$ cat src/design/ipr4_pkg.sv
// Shared constants and types for the 4-connected isolated pixel removal block.
package ipr4_pkg;

    localparam int PIX_W = 8;
    localparam int LW_W  = 12;

    localparam logic [PIX_W-1:0] FULL_VALUE = 8'd255;
    localparam logic [LW_W-1:0]  LINE_WIDTH_RESET = 12'd640;

    // Register map: byte addresses on the configuration port.
    localparam int CFG_ADDR_W = 3;
    localparam logic [CFG_ADDR_W-1:0] ADDR_LINE_WIDTH = 3'd0;

    // Meaning of the input kind field.
    typedef enum logic
    {
        KIND_PIXEL = 1'b0,
        KIND_FLUSH = 1'b1
    } kind_t;

    typedef logic [PIX_W-1:0] pixel_t;
    typedef logic [LW_W-1:0]  line_width_t;

endpackage

$ cat src/design/ipr4_cfg.sv
// Configuration register file behind the APB-style port.
module ipr4_cfg (
    input  logic                             clk,
    input  logic                             rst_n,
    input  logic                             psel,
    input  logic                             penable,
    input  logic                             pwrite,
    input  logic [ipr4_pkg::CFG_ADDR_W-1:0]  paddr,
    input  logic [31:0]                      pwdata,
    output logic [31:0]                      prdata,
    output logic                             pready,
    output ipr4_pkg::line_width_t            line_width
);
    import ipr4_pkg::*;

    line_width_t line_width_reg;
    line_width_t line_width_next;
    logic        wr_hit;

    assign pready = 1'b1;
    assign wr_hit = psel && penable && pwrite && pready && (paddr == ADDR_LINE_WIDTH);

    always_comb
    begin
        line_width_next = line_width_reg;
        if (wr_hit)
        begin
            line_width_next = pwdata[LW_W-1:0];
        end
    end

    always_ff @(posedge clk or negedge rst_n)
    begin
        if (!rst_n)
        begin
            line_width_reg <= LINE_WIDTH_RESET;
        end
        else
        begin
            line_width_reg <= line_width_next;
        end
    end

    always_comb
    begin
        prdata = '0;
        if (paddr == ADDR_LINE_WIDTH)
        begin
            prdata = {{(32 - LW_W){1'b0}}, line_width_reg};
        end
    end

    assign line_width = line_width_reg;

endmodule

$ cat config.mk
export PLATFORM = sky130hd
export DESIGN_NAME = ipr4_cfg
export DESIGN_NICKNAME = d
export VERILOG_FILES = /design/src/design/ipr4_pkg.sv /design/src/design/ipr4_cfg.sv
export SDC_FILE = /design/constraint.sdc
export NUM_CORES = 1
export LEC_CHECK = 0
export CORE_AREA = 2 2 52 54
export CTS_CLUSTER_SIZE = 20
export DETAILED_ROUTE_END_ITERATION = 10
export DIE_AREA = 0 0 54 56
export DONT_BUFFER_PORTS = 1
export SKIP_CTS_REPAIR_TIMING = 1
export SLEW_MARGIN = 20
export SYNTH_ARGS = -nofsm -noshare
export SYNTH_HDL_FRONTEND = slang
export SYNTH_SLANG_ARGS = --single-unit
$ cat constraint.sdc
create_clock -name clk -period 0.98 [get_ports clk]
set_clock_uncertainty 0.1 [all_clocks]
set_input_delay 0.196 -clock clk [delete_from_list [all_inputs] [get_ports clk]]
set_output_delay 0.196 -clock clk [all_outputs]
set_load 0.01 [all_outputs]
==> Word-level counts from Yosys, hierarchy flattened <==
Cells that the tools add are included.
{ "op_classes": {"muxes": 1, "n_reduce_logical": 4} }
{ "op_table": {"columns": ["op", "count"], "rows": [
  ["$mux W12", 1],
  ["$logic_and A1 B1 Y1", 3],
  ["$logic_not A3 Y1", 1]
]} }
{ "totals": {"register_bits": 12, "in_bits": 40, "out_inout_bits": 45, "elab_cells": 6} }

==> Longest topological paths before layout <==
Gate-level depths: netlist of run 1.
{ "depth": {"depth_word": 3, "depth_mapped": 4, "ltp_nobuf": 3} }

==> Worst setup path after synthesis of run 1 <==
Ideal clock, no wire load.
{ "synth_path": {"path_type": "input to register", "start": "input paddr[1] (netlist bit)", "end": "register line_width_reg[0] (netlist: line_width[0])", "setup_time_ns": 0.125, "t_arrival_ns": 1.107, "t_required_ns": 0.755, "setup_slack_ns": -0.352, "path_stages": 4, "path_buffers": 1, "cell_sequence": "nor3_2 -> and4_4 -> buf_12 -> mux2_4"} }
{ "synth_between": {"elab_chain_cells": 2} }
{ "synth_rtl": {"columns": ["item", "line_no", "source"], "rows": [
  ["from (decl)", "ipr4_cfg.sv:8", "input logic [ipr4_pkg::CFG_ADDR_W-1:0] paddr,"],
  ["$logic_not A3 Y1", "ipr4_cfg.sv:21", "assign wr_hit = psel && penable && pwrite && pready && (paddr == ADDR_LINE_WIDTH);"],
  ["$logic_and A1 B1 Y1", "ipr4_cfg.sv:21", null],
  ["to (signal assigned)", "ipr4_cfg.sv:40", "line_width_reg <= line_width_next;"],
  ["to (decl)", "ipr4_cfg.sv:16", "line_width_t line_width_reg;"]
]} }
Every way passes these cells.
A chain may end at the register's enable or synchronous reset.

==> Worst setup path after layout of run 1 <==
{ "layout_path": {"start": "register line_width_reg[7] (netlist: line_width[7])", "end": "output prdata[7]"} }
{ "layout_between": {"elab_chain_cells": 1} }
{ "layout_rtl": {"columns": ["item", "line_no", "source"], "rows": [
  ["$mux W12", "ipr4_cfg.sv:47", "if (paddr == ADDR_LINE_WIDTH)"],
  ["to (decl)", "ipr4_cfg.sv:10", "output logic [31:0] prdata,"]
]} }
Every way passes these cells.

==> results of run 1 <==
[layer usage]
| layer | part of all wire, % | vias to the layer above | GRT usage (%) |
|---|---|---|---|
| li1 | - | 227 | - |
| met1 | 40 | 224 | 11.31 |
| met2 | 47 | 44 | 15.33 |
| met3 | 12 | 0 | 3.495 |
| met4 | 0 | 0 | 4.286 |
| met5 | 0 | - | 0 |
[kinds of logic (layout without fill, tap and decap cells)]
kind of cell	Yosys count	in the layout	synth area share, %
other	2	21	0.9840
AND/OR/NAND/NOR	14	14	12.95
flip-flops	12	12	39.67
buffers and inverters	23	37	23.77
multiplexers	12	12	22.62
[report_power, final]
part / internal (W) / switching (W) / total (W) / leakage, nW
logic: 0.000401 / 0.000204 / 0.000605 / 0.382
registers: 0.000604 / 0.0000888 / 0.000692 / 0.149
clock network: 0.000225 / 0.000160 / 0.000386 / 0.0210
[how the worst min path moves through the flow]
stage                     startpoint       endpoint  slack, ns  depth (start not counted)
after floorplan                rst_n  line_width[0]      -0.20                          0
after global routing            psel  line_width[6]       0.22                          2
after detailed placement       rst_n  line_width[5]      -0.20                          0
after global placement         rst_n  line_width[5]      -0.20                          0
final                           psel  line_width[6]       0.22                          2
after CTS                      rst_n  line_width[0]      -0.50                          0
[placed cells by master, fill, tap and decap left out, drive strengths merged]
cell type    Yosys  final
and2            12     12
and4             1      1
buf             22     20
clkbuf           1      4
conb             2     21
dfrtp           10     10
dfstp            2      2
dlygate4sd3      0     13
mux2            12     12
nor3             1      1
[metrics by stage]
stage	TNS [ns]	hold slack, ns	worst slack [ns]
2_1_floorplan	-4.452	-0.1996	-0.3129
3_3_place_gp	-4.454	-0.1993	-0.3249
3_5_place_dp	-5.036	-0.1992	-0.3492
4_1_cts	-4.645	-0.4971	-0.3033
5_1_grt	-5.609	0.2195	-0.3109
6_report	-4.345	0.2242	-0.2668
[area by class of cell]
class | count | area (µm²) | area share [%]
flip-flops and latches | 12 | 302.8 | 27.16
multi-input cells | 47 | 391.6 | 35.13
well taps | 30 | 37.54 | 3.367
clock buffers | 4 | 36.28 | 3.255
repair buffers | 33 | 346.6 | 31.09
==> impl_metrics.csv, run 1 <==
group,metric,value,unit
status,status,"complete, but fails checks",
status,violations,"negative setup slack",
timing,max_freq,802.1,MHz
placement,place_area,834.6,µm²
placement,port_buffers,0,
cells_and_area,nets,137,
cells_and_area,largest_reg_flops,12,
grt,grt_pass1_wl,2.070,mm
power_and_ir_drop,max-vdd-ir-drop,0.7091,mV
detailed_routing,num_vias,495,
detailed_routing,via_per_inst,3.929,
placement,place.gp.congestion,0.5857,
power_and_ir_drop,design_power_total,0.001683,W
logic_synthesis,synth_most_common_cell,"buf_4",
critical_path,crit_path_start_kind,"register",
detailed_routing,drtIter0Drc,0,
floorplan,die-width,54,µm
clock_network,cts_made_buffers,3,
timing,max_slew_margin,63.77,%
grt,grt_max_degree,13,
timing,setup_slack,-0.2668,ns
clock_network,clk_latency,0.27,ns
critical_path,path_depth,1,
logic_synthesis,synthTopCellsByArea,"dfrtp_1 (33%), buf_4 (21%), mux2_4 (20%)",
cells_and_area,final_area,1115,µm²
cells_and_area,fillers,226,
timing,period_share,127.2,%
flow_run,cap_viol_max_count,0,
timing,worstMarginPinSlew,0.5416,ns
logic_synthesis,synth_edf_count,0,
timing,rsz0062_at_grt,"true",
logic_synthesis,synth_top_area_share,32.79,%
floorplan,dieHeight,56,µm
critical_path,slowest_stage,"dfstp_2",
timing,final_max_slew_viol_count,0,
grt,grt_pass1_vias,434,
detailed_routing,firstDrtPassIters,1,
logic_synthesis,synth_top_area_cell,"dfrtp_1",
critical_path,timing.rr.end,"line_width[8]",
logic_synthesis,netlist_top_cells_count,"buf_4 (21), and2_1 (10), dfrtp_1 (10), mux2_4 (10)",
logic_synthesis,yosysSeqAreaShare,39.67,%
floorplan,ioPinCount,85,
detailed_routing,ant_nets,0,
worst_hold_path,worstHoldPathType,"in -> reg",
floorplan,core_area,2432,µm²
clock_network,clkSinkCount,12,
logic_synthesis,synthCells,63,
critical_path,startpoint,"line_width[7]",
timing,hold_violations,0,
detailed_routing,totalWireLength,1.528,mm
clock_network,cts_tree,"built",
detailed_routing,wl_per_cell,12.13,µm
placement,dp_cells,104,
grt,gr-total-overflow,0,
critical_path,worstReg2RegStart,"line_width[8]",
timing,setup_viol,34,
grt,antenna_found_initial,0,
critical_path,critical_path_class,"reg -> out",
critical_path,ff2ff_setup_slack,-0.04,ns
placement,dp_hpwl,1.147,mm
cells_and_area,finish.utilization,45.83,%
clock_network,ctsRootBufferMaster,"clkbuf_4",
cells_and_area,syn2layout_area_growth,46.07,%
logic_synthesis,ys_ff_latch,12,
logic_synthesis,avgSynthCellArea,12.11,µm²
detailed_routing,drc,0,
floorplan,initial_utilization,31.38,%
cells_and_area,diodes,0,
clock_network,cts_max_path_buffers,2,
power_and_ir_drop,p_per_area,1510,nW/µm²
critical_path,path_buf_inv,0,
grt,grtUsageTotal,9.653,%
floorplan,die_area,3024,µm²
clock_network,clkTransAtPathRegs,0.08,ns
logic_synthesis,ys_async_sr_fraction,100.0,%
critical_path,crit_required,0.68,ns
logic_synthesis,synth_cell_types,12,
logic_synthesis,synth_warnings,0,
critical_path,arrival,0.95,ns
critical_path,path_max_fanout,2,
critical_path,r2r_cells,2,
critical_path,crit_chain,"and2_4",
timing,min_period,1.247,ns
critical_path,max_stage_delay,0.54,ns
critical_path,path_delay_family,"flip-flops",
logic_synthesis,syn_area,763.2,µm²
logic_synthesis,ys.flop_type,"dfrtp_1",
clock_network,htree_levels,1,
cells_and_area,layout.cells.non_filler,126,
floorplan,num_rows,18,
critical_path,end_kind,"output port",
critical_path,worstSetupEndpoint,"prdata[7]",
power_and_ir_drop,leakagePower,0.5513,nW
cells_and_area,drive_gt1_share,54.17,%
Power figures use the tool's default switching activity.
==> run 2, diff against run 1 <==
Settings changed: ABC_AREA set to 1, CORE_AREA 2 2 52 54 to 2 2 55 57, DIE_AREA 0 0 54 56 to 0 0 57 59.
==> impl_metrics.csv, run 2 <==
group,metric,value,unit
power_and_ir_drop,p_sw,0.0007099,W
placement,dp_hpwl,1.419,mm
cells_and_area,ff_latch_area,302.8,µm²
clock_network,clkTransAtPathRegs,0.08,ns
critical_path,path_buf_inv,1,
critical_path,arrival,0.98,ns
logic_synthesis,ys_async_sr_fraction,100.0,%
logic_synthesis,yosysSeqAreaShare,36.34,%
critical_path,crit_path_start_kind,"register",
floorplan,ioPinCount,85,
clock_network,cts_tree,"built",
logic_synthesis,ys_ff_latch,12,
logic_synthesis,syn_area,833.3,µm²
detailed_routing,ant_nets,0,
clock_network,clkSinkCount,12,
placement,place.gp.congestion,0.6951,
power_and_ir_drop,internal_power,0.001316,W
clock_network,ctsRootBufferMaster,"clkbuf_4",
logic_synthesis,netlist_top_cells_count,"buf_4 (23), inv_1 (14), nand2_1 (13)",
floorplan,initial_utilization,30.75,%
power_and_ir_drop,p_per_area,1612,nW/µm²
detailed_routing,top_layer,"met4",
detailed_routing,dr_wl_met2,1.132,mm
detailed_routing,drtIter0Drc,43,
power_and_ir_drop,design_power_total,0.002025,W
timing,setup_slack,-0.3006,ns
critical_path,worstReg2RegStart,"line_width[10]",
status,status,"complete, but fails checks",
clock_network,cts_max_path_buffers,2,
logic_synthesis,synth_cell_types,15,
logic_synthesis,synth_warnings,0,
timing,max_slew_margin,60.18,%
floorplan,die-width,57,µm
floorplan,dieHeight,59,µm
logic_synthesis,synth_most_common_cell,"buf_4",
critical_path,crit_chain,"inv_2, nor2_4",
power_and_ir_drop,max-vdd-ir-drop,0.8954,mV
cells_and_area,multiInputGateArea,452.9,µm²
cells_and_area,nets,182,
timing,worstMarginPinSlew,0.5953,ns
detailed_routing,totalWireLength,2.173,mm
cells_and_area,fillers,238,
grt,grt_pass1_wl,2.780,mm
timing,min_period,1.281,ns
timing,hold_violations,0,
clock_network,htree_levels,1,
placement,pre_cts_ws,-0.05222,ns
timing,max_freq,780.9,MHz
critical_path,crit_required,0.68,ns
floorplan,core_area,2710,µm²
power_and_ir_drop,combPwrFrac,44.1,%
critical_path,max_stage_delay,0.54,ns
power_and_ir_drop,share_seq_of_total_power,36.1,%
logic_synthesis,ys.flop_type,"dfrtp_1",
cells_and_area,mostFrequentLayoutCells,"conb_1 (21), inv_2 (13), nand2_1 (13), dlygate4sd3_1 (13)",
cells_and_area,layout_commonest_cell,"conb_1",
placement,port_buffers,0,
timing,final_max_slew_viol_count,0,
cells_and_area,drive_gt1_share,41.84,%
worst_hold_path,worstHoldPathType,"in -> reg",
detailed_routing,wl_per_cell,12.63,µm
critical_path,path_max_fanout,2,
detailed_routing,drt-met1-wl,824,µm
timing,setup_viol,24,
grt,grtUsageTotal,10.94,%
cells_and_area,largest_reg_flops,12,
critical_path,startpoint,"line_width[7]",
critical_path,slowest_stage,"dfstp_2",
grt,gr-total-overflow,0,
power_and_ir_drop,p_sw_share,35.05,%
power_and_ir_drop,leakagePower,0.5898,nW
power_and_ir_drop,pwr-share-clk,19.8,%
timing,rsz0062_at_grt,"true",
timing,period_share,130.7,%
floorplan,die_area,3363,µm²
grt,grt_pass1_vias,614,
flow_run,cap_viol_max_count,0,
critical_path,end_kind,"output port",
cells_and_area,diodes,0,
logic_synthesis,synthCells,108,
clock_network,clk_latency,0.27,ns
logic_synthesis,avgSynthCellArea,7.716,µm²
logic_synthesis,synth_top_area_cell,"dfrtp_1",
detailed_routing,via_per_inst,4.360,
grt,antenna_found_initial,0,
logic_synthesis,synth_edf_count,0,
critical_path,critical_path_class,"reg -> out",
clock_network,cts_made_buffers,3,
detailed_routing,num_vias,750,
logic_synthesis,synthTopCellsByArea,"dfrtp_1 (30%), buf_4 (21%), o21bai_1 (11%)",
detailed_routing,firstDrtPassIters,4,
floorplan,num_rows,19,
detailed_routing,met3WireLength,198,µm
cells_and_area,syn2layout_area_growth,50.75,%
grt,grt_max_degree,25,
status,violations,"negative setup slack",
detailed_routing,drc,0,
worst_hold_path,hold_start,"paddr[2]",
logic_synthesis,synth_top_area_share,30.03,%
critical_path,path_delay_family,"flip-flops",
[run 2: changes by cell type after synthesis, sizes merged, moves of 4 or more]
cell,before,now
buf,22,26
and2,12,0
inv,0,15
nand2,0,14
mux2,12,0
nand3,0,13
nor2,0,14
o21bai,0,12
[run 2: worst reg2reg max path: cells and delay by family (launching register included)]
kind | cells | cell delay [ns]
DFF | 1 | 0.41
and+or+nand+nor | 1 | 0.06
buffers and inverters | 2 | 0.20
AOI/OAI and AO/OA | 1 | 0.10
[run 2: kinds of logic (layout without fill, tap and decap cells)]
kind of cell	count (synthesis)	after routing	synth area share, %
flip-flops	12	12	36.34
buffers and inverters	41	55	30.03
AND/OR/NAND/NOR	41	41	21.92
AO/OA/AOI/OAI	12	12	10.81
other	2	21	0.9012
[run 2: power by group through the flow]
stage | sequential [W] | clock (W) | combinational [W]
floorplan | 0.000754 | 0 | 0.000346
global placement | 0.000693 | 0 | 0.000577
detailed placement | 0.000699 | 0 | 0.000591
CTS | 0.000690 | 0.000420 | 0.000594
global route | 0.000745 | 0.000437 | 0.000961
finish | 0.000731 | 0.000400 | 0.000894
[run 2: cell type report]
type | instances | area share, %
repair buffers | 36 | 29.38
clock buffers | 4 | 2.888
flip-flops and latches | 12 | 24.10
well taps | 31 | 3.088
inverters | 15 | 4.482
multi-input cells | 74 | 36.06
[run 2: per-layer routing]
layer	GRT usage (%)	vias to the layer above
met5	0	-
met4	3.987	0
met3	2.620	2
met2	18.88	52
met1	13.33	343
li1	-	353
[run 2: worst paths after layout]
path | to | depth (start not counted) | slack (ns)
setup / recovery | prdata[7] | 2 | -0.30
hold / removal | line_width[7] | 4 | 0.09
setup reg to reg | line_width[10] | 4 | 0
hold reg to reg | line_width[7] | 3 | 0.50
max in group asynchronous | line_width[0] | 1 | 0.13
min in group asynchronous | line_width[5] | 1 | 0.26
[run 2: per-stage QoR]
step                      setup TNS (ns)  std cells  hold slack, ns  utilization (%)  cell area (µm²)
after detailed placement         -0.3597        150         -0.1993            33.75            914.6
after global routing              -4.716        172          0.1202            46.35             1256
final                             -3.758        172         0.09431            46.35             1256
after global placement           -0.1962        150         -0.1992            33.75            914.6
after CTS                         -4.591        154         -0.5081            35.09            950.9
after floorplan                  -0.3567        127         -0.1996                -            909.6
